$ cat config.mk
export PLATFORM = sky130hd
export DESIGN_NAME = joystick_to_motion_command
export DESIGN_NICKNAME = d
export VERILOG_FILES = /design/src/hdl/jtmc_pkg.sv /design/src/hdl/jtmc_cordic.sv /design/src/hdl/jtmc_dp.sv /design/src/hdl/jtmc_ctrl.sv /design/src/hdl/joystick_to_motion_command.sv
export SDC_FILE = /design/constraint.sdc
export NUM_CORES = 2
export LEC_CHECK = 0
export BUFFER_PORTS_ARGS = -buffer_cell sky130_fd_sc_hd__buf_2
export CAP_MARGIN = 20
export CORE_MARGIN = 4
export CORE_UTILIZATION = 25
export CTS_CLUSTER_DIAMETER = 30
export DETAILED_ROUTE_END_ITERATION = 8
export PLACE_DENSITY = 0.51
export SETUP_SLACK_MARGIN = 0.3
export SYNTH_ARGS = -nofsm -noshare
export SYNTH_HDL_FRONTEND = slang
export SYNTH_SLANG_ARGS = --single-unit
export TNS_END_PERCENT = 20
$ cat constraint.sdc
create_clock -name clk_i -period 10.8 [get_ports clk_i]
set_input_delay 1.62 -clock clk_i [delete_from_list [all_inputs] [get_ports clk_i]]
set_output_delay 1.62 -clock clk_i [all_outputs]
set_load 0.03 [all_outputs]
$ cat src/hdl/jtmc_pkg.sv
// Shared types, constants and the arctangent table for the joystick to motion command block.
// No dependencies; every other file in hdl/ refers to it by scoped names.
package jtmc_pkg;

  localparam int NUM_AXES     = 6;
  localparam int NUM_BUTTONS  = 16;
  localparam int SAMPLE_WIDTH = 16;

  localparam int AXIS_IDX_W = 3;
  localparam int BTN_IDX_W  = 4;
  localparam int BTN_CNT_W  = 5;
  localparam int SCALE_W    = 16;
  localparam int SPEED_W    = 17;
  localparam int ANG_W      = 16;
  localparam int CORDIC_W   = 28;
  localparam int STEP_W     = 4;
  localparam int CFG_IDX_W  = 3;
  localparam int CFG_DATA_W = 64;

  // Stream widths: input tdata holds six axes, the button mask and the button count.
  localparam int IN_BITS    = NUM_AXES * SAMPLE_WIDTH + NUM_BUTTONS + BTN_CNT_W;
  localparam int IN_DATA_W  = ((IN_BITS + 7) / 8) * 8;
  localparam int OUT_BITS   = 2 * SPEED_W + ANG_W;
  localparam int OUT_DATA_W = ((OUT_BITS + 7) / 8) * 8;
  localparam int OUT_USER_W = 8;

  localparam logic [1:0] MODE_OFF  = 2'd0;
  localparam logic [1:0] MODE_CTRL = 2'd1;
  localparam logic [1:0] MODE_KEEP = 2'd2;

  localparam logic [CFG_IDX_W-1:0] CFG_AXIS_SELECT = 3'd0;
  localparam logic [CFG_IDX_W-1:0] CFG_DEADZONES   = 3'd1;
  localparam logic [CFG_IDX_W-1:0] CFG_INVERT_MASK = 3'd2;
  localparam logic [CFG_IDX_W-1:0] CFG_MAX_SPEED   = 3'd3;
  localparam logic [CFG_IDX_W-1:0] CFG_MAX_ROT     = 3'd4;
  localparam logic [CFG_IDX_W-1:0] CFG_BUTTON_MAP  = 3'd5;
  localparam logic [CFG_IDX_W-1:0] CFG_START_MODE  = 3'd6;

  // Commands from the controller to the datapath.
  typedef struct packed {
    logic              load;
    logic              mul_rot;
    logic              mul_trans;
    logic              iter;
    logic [STEP_W-1:0] step;
    logic              out_load;
  } jtmc_cmd_t;

  typedef struct packed {
    logic out_full;
  } jtmc_status_t;

  // Arctangent of 2^-i as a binary angle (32768 = pi).
  function automatic logic [ANG_W-1:0] atan_step(input logic [STEP_W-1:0] i);
    logic [ANG_W-1:0] r;
    case (i)
      4'd0:    r = 16'd8192;
      4'd1:    r = 16'd4836;
      4'd2:    r = 16'd2555;
      4'd3:    r = 16'd1297;
      4'd4:    r = 16'd651;
      4'd5:    r = 16'd326;
      4'd6:    r = 16'd163;
      4'd7:    r = 16'd81;
      4'd8:    r = 16'd41;
      4'd9:    r = 16'd20;
      4'd10:   r = 16'd10;
      4'd11:   r = 16'd5;
      4'd12:   r = 16'd3;
      4'd13:   r = 16'd1;
      4'd14:   r = 16'd1;
      default: r = 16'd0;
    endcase
    return r;
  endfunction

endpackage

$ cat src/hdl/jtmc_cordic.sv
// Iterative vectoring CORDIC that turns the heading vector into a binary angle.
// Depends on jtmc_pkg for widths and the arctangent table.
module jtmc_cordic (
  input  logic                                    clk_i,
  input  logic                                    init_i,
  input  logic signed [jtmc_pkg::SAMPLE_WIDTH-1:0] x_i,
  input  logic signed [jtmc_pkg::SAMPLE_WIDTH-1:0] y_i,
  input  logic                                    step_en_i,
  input  logic        [jtmc_pkg::STEP_W-1:0]       step_i,
  output logic        [jtmc_pkg::ANG_W-1:0]        heading_o
);

  localparam int W = jtmc_pkg::CORDIC_W;

  logic signed [W-1:0] u_q, u_d, v_q, v_d;
  logic [jtmc_pkg::ANG_W-1:0] acc_q, acc_d;
  logic zero_q, zero_d;

  logic signed [W-1:0] xe, ye, u0, v0, u_sh, v_sh;
  logic [jtmc_pkg::ANG_W-1:0] acc0;

  always_comb begin
    xe = W'(x_i);
    ye = W'(y_i);
    u0 = ye;
    v0 = xe;
    acc0 = '0;
    // A vector in the lower half plane is first turned by a quarter turn.
    if (y_i < 0) begin
      if (x_i >= 0) begin
        u0 = xe;
        v0 = -ye;
        acc0 = 16'h4000;
      end else begin
        u0 = -xe;
        v0 = ye;
        acc0 = 16'hC000;
      end
    end
    u_sh = u_q >>> step_i;
    v_sh = v_q >>> step_i;
    u_d = u_q;
    v_d = v_q;
    acc_d = acc_q;
    zero_d = zero_q;
    if (init_i) begin
      u_d = u0 <<< 8;
      v_d = v0 <<< 8;
      acc_d = acc0;
      zero_d = (x_i == '0) && (y_i == '0);
    end else if (step_en_i) begin
      if (v_q >= 0) begin
        u_d = u_q + v_sh;
        v_d = v_q - u_sh;
        acc_d = acc_q + jtmc_pkg::atan_step(step_i);
      end else begin
        u_d = u_q - v_sh;
        v_d = v_q + u_sh;
        acc_d = acc_q - jtmc_pkg::atan_step(step_i);
      end
    end
  end

  always_ff @(posedge clk_i) begin
    u_q <= u_d;
    v_q <= v_d;
    acc_q <= acc_d;
    zero_q <= zero_d;
  end

  assign heading_o = zero_q ? '0 : acc_q;

endmodule

$ cat src/hdl/jtmc_dp.sv
// Datapath: configuration registers, mode selection, axis shaping, the shared
// scaling multiplier, the CORDIC and the output register. Uses jtmc_pkg and jtmc_cordic.
module jtmc_dp (
  input  logic                                  clk_i,
  input  logic                                  rst_ni,
  input  jtmc_pkg::jtmc_cmd_t                   cmd_i,
  output jtmc_pkg::jtmc_status_t                status_o,
  input  logic                                  cfg_we_i,
  input  logic [jtmc_pkg::CFG_IDX_W-1:0]        cfg_idx_i,
  input  logic [jtmc_pkg::CFG_DATA_W-1:0]       cfg_data_i,
  input  logic [jtmc_pkg::IN_DATA_W-1:0]        in_data_i,
  input  logic                                  out_ready_i,
  output logic                                  out_valid_o,
  output logic [jtmc_pkg::OUT_DATA_W-1:0]       out_data_o,
  output logic [jtmc_pkg::OUT_USER_W-1:0]       out_user_o
);

  localparam int SW = jtmc_pkg::SAMPLE_WIDTH;
  localparam int NA = jtmc_pkg::NUM_AXES;
  localparam int NB = jtmc_pkg::NUM_BUTTONS;
  localparam int PW = SW + jtmc_pkg::SCALE_W + 2;

  logic [11:0] axis_sel_q;
  logic [63:0] deadzones_q;
  logic [3:0]  invert_q;
  logic [jtmc_pkg::SCALE_W-1:0] max_speed_q, max_rot_q;
  logic [14:0] button_map_q;
  logic [1:0]  mode_q, mode_d;

  logic signed [SW-1:0] hx_q, hy_q, rot_q, trans_q;
  logic signed [jtmc_pkg::SPEED_W-1:0] rot_p_q, trans_p_q;

  logic out_valid_q;
  logic [jtmc_pkg::OUT_DATA_W-1:0] out_data_q;
  logic [jtmc_pkg::OUT_USER_W-1:0] out_user_q;

  logic signed [SW-1:0] axes [NA];
  logic [NB-1:0] mask;
  logic [jtmc_pkg::BTN_CNT_W-1:0] count;
  logic [jtmc_pkg::ANG_W-1:0] heading;

  logic signed [SW:0] mul_a;
  logic signed [jtmc_pkg::SCALE_W:0] mul_b;
  logic signed [PW-1:0] prod;

  always_comb begin
    for (int k = 0; k < NA; k++) begin
      axes[k] = in_data_i[k*SW +: SW];
    end
  end
  assign mask  = in_data_i[NA*SW +: NB];
  assign count = in_data_i[NA*SW+NB +: jtmc_pkg::BTN_CNT_W];

  function automatic logic button_hit(input logic [4:0] entry,
                                      input logic [NB-1:0] m,
                                      input logic [jtmc_pkg::BTN_CNT_W-1:0] c);
    logic [jtmc_pkg::BTN_IDX_W-1:0] idx;
    logic present;
    idx = entry[3:0];
    present = ({1'b0, idx} < c) && ({1'b0, idx} < jtmc_pkg::BTN_CNT_W'(NB));
    return entry[4] && present && m[idx];
  endfunction

  // Apply the deadzone and then the optional inversion to one selected axis.
  function automatic logic signed [SW-1:0] shape(input logic [15:0] dz,
                                                 input logic inv,
                                                 input logic signed [SW-1:0] a_in);
    logic signed [SW-1:0] a;
    logic signed [SW:0] ax, mag, neg;
    a = a_in;
    ax = (SW+1)'(a);
    mag = (a < 0) ? -ax : ax;
    if (mag < $signed({1'b0, dz})) begin
      a = '0;
    end
    if (inv) begin
      neg = -((SW+1)'(a));
      if (neg == $signed((SW+1)'(1) <<< (SW-1))) begin
        a = {1'b0, {(SW-1){1'b1}}};
      end else begin
        a = neg[SW-1:0];
      end
    end
    return a;
  endfunction

  function automatic logic signed [SW-1:0] pick(input logic [2:0] idx,
                                                input logic signed [SW-1:0] ax [NA]);
    logic signed [SW-1:0] r;
    r = '0;
    for (int k = 0; k < NA; k++) begin
      if (32'(idx) == k) begin
        r = ax[k];
      end
    end
    return r;
  endfunction

  // Off wins over control, and control over keep-alive.
  always_comb begin
    mode_d = mode_q;
    if (cmd_i.load) begin
      if (button_hit(button_map_q[4:0], mask, count)) begin
        mode_d = jtmc_pkg::MODE_OFF;
      end else if (button_hit(button_map_q[9:5], mask, count)) begin
        mode_d = jtmc_pkg::MODE_CTRL;
      end else if (button_hit(button_map_q[14:10], mask, count)) begin
        mode_d = jtmc_pkg::MODE_KEEP;
      end
    end else if (cfg_we_i && cfg_idx_i == jtmc_pkg::CFG_START_MODE &&
                 cfg_data_i[1:0] != 2'd3) begin
      mode_d = cfg_data_i[1:0];
    end
  end

  always_ff @(posedge clk_i or negedge rst_ni) begin
    if (!rst_ni) begin
      axis_sel_q   <= '0;
      deadzones_q  <= '0;
      invert_q     <= '0;
      max_speed_q  <= '0;
      max_rot_q    <= '0;
      button_map_q <= '0;
      mode_q       <= jtmc_pkg::MODE_OFF;
    end else begin
      mode_q <= mode_d;
      if (cfg_we_i) begin
        case (cfg_idx_i)
          jtmc_pkg::CFG_AXIS_SELECT: axis_sel_q   <= cfg_data_i[11:0];
          jtmc_pkg::CFG_DEADZONES:   deadzones_q  <= cfg_data_i;
          jtmc_pkg::CFG_INVERT_MASK: invert_q     <= cfg_data_i[3:0];
          jtmc_pkg::CFG_MAX_SPEED:   max_speed_q  <= cfg_data_i[15:0];
          jtmc_pkg::CFG_MAX_ROT:     max_rot_q    <= cfg_data_i[15:0];
          jtmc_pkg::CFG_BUTTON_MAP:  button_map_q <= cfg_data_i[14:0];
          default: ;
        endcase
      end
    end
  end

  logic signed [SW-1:0] sel [4];
  always_comb begin
    for (int k = 0; k < 4; k++) begin
      if (32'(axis_sel_q[3*k +: 3]) < NA) begin
        sel[k] = shape(deadzones_q[16*k +: 16], invert_q[k],
                       pick(axis_sel_q[3*k +: 3], axes));
      end else begin
        sel[k] = '0;
      end
    end
  end

  always_ff @(posedge clk_i) begin
    if (cmd_i.load) begin
      hx_q    <= sel[0];
      hy_q    <= sel[1];
      rot_q   <= sel[2];
      trans_q <= sel[3];
    end
  end

  // One multiplier serves rotation, then translation; the floor shift is a bit select.
  assign mul_a = cmd_i.mul_rot ? (SW+1)'(rot_q) : (SW+1)'(trans_q);
  assign mul_b = cmd_i.mul_rot ? $signed({1'b0, max_rot_q}) : $signed({1'b0, max_speed_q});
  assign prod  = PW'(mul_a) * PW'(mul_b);

  always_ff @(posedge clk_i) begin
    if (cmd_i.mul_rot) begin
      rot_p_q <= prod[SW-1 +: jtmc_pkg::SPEED_W];
    end
    if (cmd_i.mul_trans) begin
      trans_p_q <= prod[SW-1 +: jtmc_pkg::SPEED_W];
    end
  end

  jtmc_cordic u_cordic (
    .clk_i     (clk_i),
    .init_i    (cmd_i.mul_rot),
    .x_i       (hx_q),
    .y_i       (hy_q),
    .step_en_i (cmd_i.iter),
    .step_i    (cmd_i.step),
    .heading_o (heading)
  );

  always_ff @(posedge clk_i or negedge rst_ni) begin
    if (!rst_ni) begin
      out_valid_q <= 1'b0;
    end else if (cmd_i.out_load) begin
      out_valid_q <= 1'b1;
    end else if (out_ready_i) begin
      out_valid_q <= 1'b0;
    end
  end

  always_ff @(posedge clk_i) begin
    if (cmd_i.out_load) begin
      out_user_q <= {5'd0, mode_q == jtmc_pkg::MODE_KEEP, mode_q};
      if (mode_q == jtmc_pkg::MODE_CTRL) begin
        out_data_q <= jtmc_pkg::OUT_DATA_W'({heading, rot_p_q, trans_p_q});
      end else begin
        out_data_q <= '0;
      end
    end
  end

  assign status_o.out_full = out_valid_q && !out_ready_i;
  assign out_valid_o = out_valid_q;
  assign out_data_o  = out_data_q;
  assign out_user_o  = out_user_q;

endmodule

$ cat src/hdl/jtmc_ctrl.sv
// Controller state machine that sequences one request through the datapath.
// Depends on jtmc_pkg for the command and status types.
module jtmc_ctrl (
  input  logic                   clk_i,
  input  logic                   rst_ni,
  input  logic                   in_valid_i,
  output logic                   in_ready_o,
  input  jtmc_pkg::jtmc_status_t status_i,
  output jtmc_pkg::jtmc_cmd_t    cmd_o
);

  localparam logic [2:0] ST_IDLE = 3'd0;
  localparam logic [2:0] ST_MULR = 3'd1;
  localparam logic [2:0] ST_MULT = 3'd2;
  localparam logic [2:0] ST_ITER = 3'd3;
  localparam logic [2:0] ST_FIN  = 3'd4;

  logic [2:0] state_q, state_d;
  logic [jtmc_pkg::STEP_W-1:0] step_q, step_d;

  always_comb begin
    state_d = state_q;
    step_d  = step_q;
    cmd_o   = '0;
    cmd_o.step = step_q;
    in_ready_o = 1'b0;
    case (state_q)
      ST_IDLE: begin
        in_ready_o = 1'b1;
        if (in_valid_i) begin
          cmd_o.load = 1'b1;
          state_d = ST_MULR;
        end
      end
      ST_MULR: begin
        cmd_o.mul_rot = 1'b1;
        state_d = ST_MULT;
      end
      ST_MULT: begin
        cmd_o.mul_trans = 1'b1;
        step_d = '0;
        state_d = ST_ITER;
      end
      ST_ITER: begin
        cmd_o.iter = 1'b1;
        step_d = step_q + 1'b1;
        if (step_q == '1) begin
          state_d = ST_FIN;
        end
      end
      ST_FIN: begin
        // Wait here until the output register can take the result.
        if (!status_i.out_full) begin
          cmd_o.out_load = 1'b1;
          state_d = ST_IDLE;
        end
      end
      default: state_d = ST_IDLE;
    endcase
  end

  always_ff @(posedge clk_i or negedge rst_ni) begin
    if (!rst_ni) begin
      state_q <= ST_IDLE;
      step_q  <= '0;
    end else begin
      state_q <= state_d;
      step_q  <= step_d;
    end
  end

endmodule

$ cat src/hdl/joystick_to_motion_command.sv
// Joystick sample to motion command converter, top level.
// In order: the idle state accepts a request, the shared scaling multiplier takes the rotation
// and then the translation, the CORDIC unit runs its 16 steps and the output register loads.
// A new request is accepted only once the controller is back in idle.
// A stalled master side holds the controller in its final state until the result moves.
// Reset: asynchronous, active low; clears the mode to off and the configuration to zero.
module joystick_to_motion_command (
  input  logic                                 clk_i,
  input  logic                                 rst_ni,
  input  logic                                 s_axis_tvalid,
  output logic                                 s_axis_tready,
  // axis_0..axis_5 (16 bits each), buttons_pressed (16), button_count (5), zero fill
  input  logic [jtmc_pkg::IN_DATA_W-1:0]       s_axis_tdata,
  output logic                                 m_axis_tvalid,
  input  logic                                 m_axis_tready,
  // translation (17), rotation (17), heading (16), zero fill
  output logic [jtmc_pkg::OUT_DATA_W-1:0]      m_axis_tdata,
  // mode (2), hold (1), zero fill
  output logic [jtmc_pkg::OUT_USER_W-1:0]      m_axis_tuser,
  input  logic                                 cfg_we_i,
  input  logic [jtmc_pkg::CFG_IDX_W-1:0]       cfg_idx_i,
  input  logic [jtmc_pkg::CFG_DATA_W-1:0]      cfg_data_i
);

  jtmc_pkg::jtmc_cmd_t    cmd;
  jtmc_pkg::jtmc_status_t status;

  jtmc_ctrl u_ctrl (
    .clk_i      (clk_i),
    .rst_ni     (rst_ni),
    .in_valid_i (s_axis_tvalid),
    .in_ready_o (s_axis_tready),
    .status_i   (status),
    .cmd_o      (cmd)
  );

  jtmc_dp u_dp (
    .clk_i       (clk_i),
    .rst_ni      (rst_ni),
    .cmd_i       (cmd),
    .status_o    (status),
    .cfg_we_i    (cfg_we_i),
    .cfg_idx_i   (cfg_idx_i),
    .cfg_data_i  (cfg_data_i),
    .in_data_i   (s_axis_tdata),
    .out_ready_i (m_axis_tready),
    .out_valid_o (m_axis_tvalid),
    .out_data_o  (m_axis_tdata),
    .out_user_o  (m_axis_tuser)
  );

endmodule

# Word level (Yosys, flattened, before mapping)
# Memory sizes are Yosys's and may differ from the RTL's.
# Cells that the tools add are included.
[op_classes] add_sub_neg=17 mul=1 n_lt_le_gt_ge=21 eq_ne=42 n_shift=2 mux=97 bitwise=1 n_reduce_logical=32
[ops] cell="$mux W16" n=56
[ops] cell="$mux W28" n=6
[ops] cell="$neg A16 Y17" n=8
[ops] cell="$mux W17" n=5
[ops] cell="$lt A16 B1 Y1 const B" n=5
[ops] cell="$mux W20" n=4
[ops] cell="$eq A17 B17 Y1 const B" n=4
[ops] cell="$lt A17 B17 Y1" n=4
[ops] cell="$add A28 B28 Y28" n=2
[ops] cell="$sshr A28 B4 Y28" n=2
[ops] cell="$sub A28 B28 Y28" n=2
[ops] cell="$neg A16 Y20" n=2
[ops] cell="$eq A3 B2 Y1 const B" n=12
[ops] cell="$eq A3 B3 Y1 const B" n=12
[ops] cell="$logic_not A16 Y1" n=2
[ops] cell="$mul A17 B17 Y32" n=1
[ops] cell="$ge A28 B1 Y1 const B" n=1
[ops] cell="$eq A3 B1 Y1 const B" n=6
[ops] cell="$logic_not A3 Y1" n=6
[ops] cell="$add A16 B16 Y16" n=1
[ops] cell="$ge A16 B1 Y1 const B" n=1
[ops] cell="$sub A16 B16 Y16" n=1
[ops] cell="$lt A4 B5 Y1" n=3
[ops] cell="$lt A4 B5 Y1 const B" n=3
[ops] cell="other kinds (21)" n=64
[word_totals] reg_bits=367 mem_bits_ro=448 inputBits=192 output_inout_bits=66 wordCells=241 n_memories=2
[mem_list] name="(name not given)" words=16 width=14 read_ports=1 rd_ports_with_merged_regs=0 write_ports=0 line_no="jtmc_pkg.sv:56" source="case (i)"
[mem_list] name="(name not given)" words=16 width=14 read_ports=1 rd_ports_with_merged_regs=0 write_ports=0 line_no="jtmc_pkg.sv:56"

# Longest topological paths before layout
[logic_depth] ltp_word=17 depth_mapped=31 ltp_nobuf=29

# Cells and area by module
# From an unflattened synthesis, not the netlist that was laid out.
[unflattened] cells_unflattened=4525 area_unflattened_um2=41365.9
[modules_own_cells] module="jtmc_dp" instances=1 cells_each=3008 area_per_inst_um2=28838.9 seq_area_each_um2=7787.5
[modules_own_cells] module="jtmc_cordic" instances=1 cells_each=1478 area_per_inst_um2=12156.7 seq_area_each_um2=2031.9
[modules_own_cells] module="jtmc_ctrl" instances=1 cells_each=39 area_per_inst_um2=370.4 seq_area_each_um2=175.2

# Worst setup path before layout
# No wires, ideal clock.
[synth_timing] kind="register to register" start="register u_ctrl.state_q[2]" end="register u_dp.rot_p_q[16] (netlist bit) (data pin)" setup_ps=274 arrival_time_ps=9279 required_ps=10526 slack_ps=1247 stages_incl_launch_ff=32 path_buffers=4 synth_period_minus_slack_ps=9553 cell_sequence="dfrtp_1 -> nand2b_1 -> clkbuf_1 -> clkinv_1 -> nand2_1 -> clkbuf_1 -> buf_1 -> nand2_1 -> nand2_1 -> clkbuf_1 -> nand2_1 -> fa_1 -> inv_1 -> fa_1 -> inv_1 -> fa_1 -> inv_1 -> fa_1 -> inv_1 -> fa_1 -> inv_1 -> fa_1 -> ha_1 -> nand2_1 -> nor2_1 -> o2111ai_1 -> a32oi_1 -> a41o_1 -> nand4_1 -> a21oi_1 -> nor3_1 -> or3b_2"
[synth_via] elab_chain_cells=4 elab_cells_between_ends=5 classes_between="mul (1); eq/ne (1); mux (3)"
[synth_lines] item="from (decl)" line_no="jtmc_ctrl.sv:18" source="logic [2:0] state_q, state_d;"
[synth_lines] item="from (signal assigned)" line_no="jtmc_ctrl.sv:67" source="state_q <= state_d;"
[synth_lines] item="$eq A3 B1 Y1 (*)" line_no="jtmc_ctrl.sv:27" source="case (state_q)"
[synth_lines] item="$mux W1 (*)" line_no="jtmc_ctrl.sv:27"
[synth_lines] item="$mux W17 / $mux W16 (equally long branches)" line_no="jtmc_dp.sv:163, jtmc_dp.sv:164"
[synth_lines] item="$mul A17 B17 Y32 (*)" line_no="jtmc_dp.sv:165" source="assign prod = PW'(mul_a) * PW'(mul_b);"
[synth_lines] item="via u_dp.prod[31]" line_no="jtmc_dp.sv:44" source="logic signed [PW-1:0] prod;"
[synth_lines] item="to (signal assigned)" line_no="jtmc_dp.sv:169" source="rot_p_q <= prod[SW-1 +: jtmc_pkg::SPEED_W];"
[synth_lines] item="to (decl)" line_no="jtmc_dp.sv:31" source="logic signed [jtmc_pkg::SPEED_W-1:0] rot_p_q, trans_p_q;"
# Mark *: on every way through the listed nets, which the timed path passes. The rest lies on a longest branch.
# A chain may end at the register's enable or synchronous reset.

# Worst setup path after layout
[layout_timing] start="register u_ctrl.state_q[2]" end="register u_dp.trans_p_q[16] (netlist bit) (data pin)"
[layout_via] elab_chain_cells=4 elab_cells_between_ends=5 classes_between="mul (1); eq/ne (1); mux (3)"
[layout_lines] item="$eq A3 B1 Y1 (*)" line_no="jtmc_ctrl.sv:27"
[layout_lines] item="$mux W1 (*)" line_no="jtmc_ctrl.sv:27"
[layout_lines] item="$mux W17 / $mux W16 (equally long branches)" line_no="jtmc_dp.sv:163, jtmc_dp.sv:164"
[layout_lines] item="$mul A17 B17 Y32 (*)" line_no="jtmc_dp.sv:165"
[layout_lines] item="via u_dp.prod[31]" line_no="jtmc_dp.sv:44"
[layout_lines] item="to (signal assigned)" line_no="jtmc_dp.sv:172" source="trans_p_q <= prod[SW-1 +: jtmc_pkg::SPEED_W];"
[layout_lines] item="to (decl)" line_no="jtmc_dp.sv:31"
# Marked as above.

==> impl_metrics.tcl <==
set metrics [dict create \
    status "completed" \
    relSlewSlack_pct 26.8 \
    routed_wl_microns 145000 \
    whs_path_depth 2 \
    cp_common_cell "fa_1" \
    ys.flop_type "edfxtp_1" \
    cpMaxStageDelayCell "buf_4" \
    area_growth_pct 17.7 \
    crit_family "adder cells" \
    seq_area_frac_synth_pct 24.5 \
    drc 0 \
    layout_setup_ws_ns 1.82 \
    fp.dieW_microns 412 \
    slew_viol_final 0 \
    synth_cells 4540 \
    startpoint_type "register" \
    cap_viol_max_count 0 \
    nNetsFinal 5407 \
    grt_pass1_vias 35200 \
    viasPerCell 5.03 \
    n_fill_cell 17000 \
    die-area_sq_um 170000 \
    cp.arrival_ns 9.37 \
    multi_input_area_sq_um 28200 \
    port_buffers 243 \
    ant_nets 0 \
    hold_class "reg -> reg" \
    synthTopCellsByCount "nand2_1 (580), inv_1 (423), nor2_1 (343)" \
    r2r_cells 29 \
    cts_tree "yes" \
    drive_gt1_share_pct 15.8 \
    yosys.cell_count.top_type "nand2_1" \
    dp_slack_ns 1.87 \
    gr-total-overflow 0 \
    rrSetupSlack_ns 1.82 \
    final-seq-area_sq_um 10000 \
    path_max_fanout 50 \
    num_io_pins 258 \
    synth.avg_cell_area_sq_um 8.98 \
    async_flop_share_pct 38.0 \
    dpl.cell_count 6769 \
    netlist_area_sq_um 40800 \
    core_sq_um 161000 \
    synth_edf_count 208 \
    endpoint_kind "register" \
    layout.cells.non_filler 6987 \
    clock-skew-final_ns 0.0502 \
    firstDrtPassIters 7 \
    top_layer_used "met5" \
    dr_wl_met3_microns 10200 \
    cp_slowest_stage_delay_ns 0.61 \
    place.gp.congestion 0.949 \
    clock_latency_ns 0.71 \
    wl_per_cell_microns 20.8 \
    final_core_util_pct 29.7 \
    cp_num_buf_inv 8 \
    hold_viol_final 0 \
    grt_max_degree 66 \
    placementRows 147 \
    fin_crit_ns 8.98 \
    ys_seq_elements 361 \
    synth_top_area_share_pct 15.3 \
    first_iter_violations 2472 \
    cts_hold_buf 0 \
    fmax_mhz 111 \
    htreeDepth 3 \
    period_share_pct 83.2 \
    yosysWarnings 0 \
    cts.repair.resized 0 \
    synth_cell_types 105 \
    cts_setup_buffers 0 \
    ys_top_cells_by_area "edfxtp_1 (15%), fa_1 (13%), dfrtp_1 (8.4%), ha_1 (7.3%), nand2_1 (5.3%)" \
    wl_met2_microns 66100 \
    rsz0062_at_grt "no" \
    cts.sinks 361 \
    synth.largest_area_cell "edfxtp_1" \
    start_util_pct 25.3 \
    cp.required_ns 11.18 \
    worst-path-stages 29 \
    path_clk_slew_ns 0.04 \
    timing_worst_setup_path_type "reg -> reg" \
    cts.path.max_buffers 3 \
    setup-tns-final_ns 0 \
    tightest_slew_ns 1.10 \
    numCtsBuffers 105 \
    setup_viol 0 \
    grt_util_all_layers_pct 16.9 \
    die_y_microns 412 \
    vias 35100 \
    cts-root-buf "clkbuf_16" \
    antenna_found_initial 35 \
    grt_pass1_wl_microns 221000 \
    post-dp-hpwl_microns 113000 \
    wl_met1_microns 63400 \
]
-- registers in the layout, summed over array words and instances, names as in the netlist, 17 cells and up --
register and count:
u_dp.out_data_o 50, u_dp.u_cordic.v_q 28, u_dp.trans_p_q 17, u_dp.rot_p_q 17, u_dp.u_cordic.u_q 28, u_dp.deadzones_q 64
-- worst register-to-register path, delay by kind of cell, from the launching register on --
kind,cells,cell delay (ns)
adder cells (fa/ha/maj),7,3.42
AND/OR/NAND/NOR,9,2.39
AO/OA/AOI/OAI,5,1.27
buffers and inverters,8,1.14
flip-flops,1,0.42
-- placed cells by master (no fill, tap or decap), types with 27 or more instances in the layout --
cell       count
nor2b_1       35
o21ai_0      248
clkbuf_16    107
a21o_1        55
mux4_2        87
xnor2_1      134
ha_1         237
a31oi_1       45
nand2b_1      55
nor3_1        63
a211oi_1      41
mux2i_1      151
nand3_1       68
a21oi_1      220
o21ai_1       39
xor2_1        83
edfxtp_1     208
or3_1         33
nand4_1       27
o31ai_1       38
nand2_1      579
fa_1         261
mux2_2       119
dfrtp_1      128
and2_1        78
buf_4         65
nor2_1       342
inv_1        422
buf_2        242
-- per-layer routing --
metal  global-route usage, %  vias up
met5                       0        -
met4                    6.55       22
met3                    3.61      293
met2                    27.1     1197
met1                    22.3    17200
li1                        -    16400
-- layout make-up --
cell class	count	area share, %
multi-input cells	3510	58.7
flip-flops and latches	361	20.9
clock buffers	126	5.87
well taps	2160	5.63
repair buffers	309	3.57
inverters	430	3.37
clock inverters	73	1.90
diodes	18	0.0939
-- metrics by stage --
stage | instance area [sq um] | hold WS [ns]
finish | 48000 | 0.478
global route | 48000 | 0.507
CTS | 47900 | 0.481
detailed placement | 44200 | 0.474
global placement | 44200 | 0.467
floorplan | 40800 | 0.432
-- kinds of logic (layout without fill, tap and decap cells) --
logic type	after synthesis	in the layout	synth area share (%)
DFF	361	361	24.5
AOI/OAI and AO/OA	977	977	15.5
and+or+nand+nor	1424	1424	16.1
adders and majority gates	498	498	20.1
xor gates and xnor gates	217	217	4.66
buffers and inverters	679	938	6.55
other	1	29	0.00920
muxes	383	383	12.5
-- final timing paths --
path	end	from
worst min-delay path	u_dp.u_cordic.v_q[0]	u_dp.u_cordic.v_q[0]
min in group asynchronous	u_dp.out_valid_o	rst_ni
worst min register to register	u_dp.u_cordic.v_q[0]	u_dp.u_cordic.v_q[0]
worst max register to register	u_dp.trans_p_q[16]	u_ctrl.state_q[2]
worst max-delay path	u_dp.trans_p_q[16]	u_ctrl.state_q[2]
max in group asynchronous	u_dp.axis_sel_q[0]	rst_ni
Power is not shown: default switching activity piles up to over one toggle a cycle in this logic, so the estimate is an artifact.
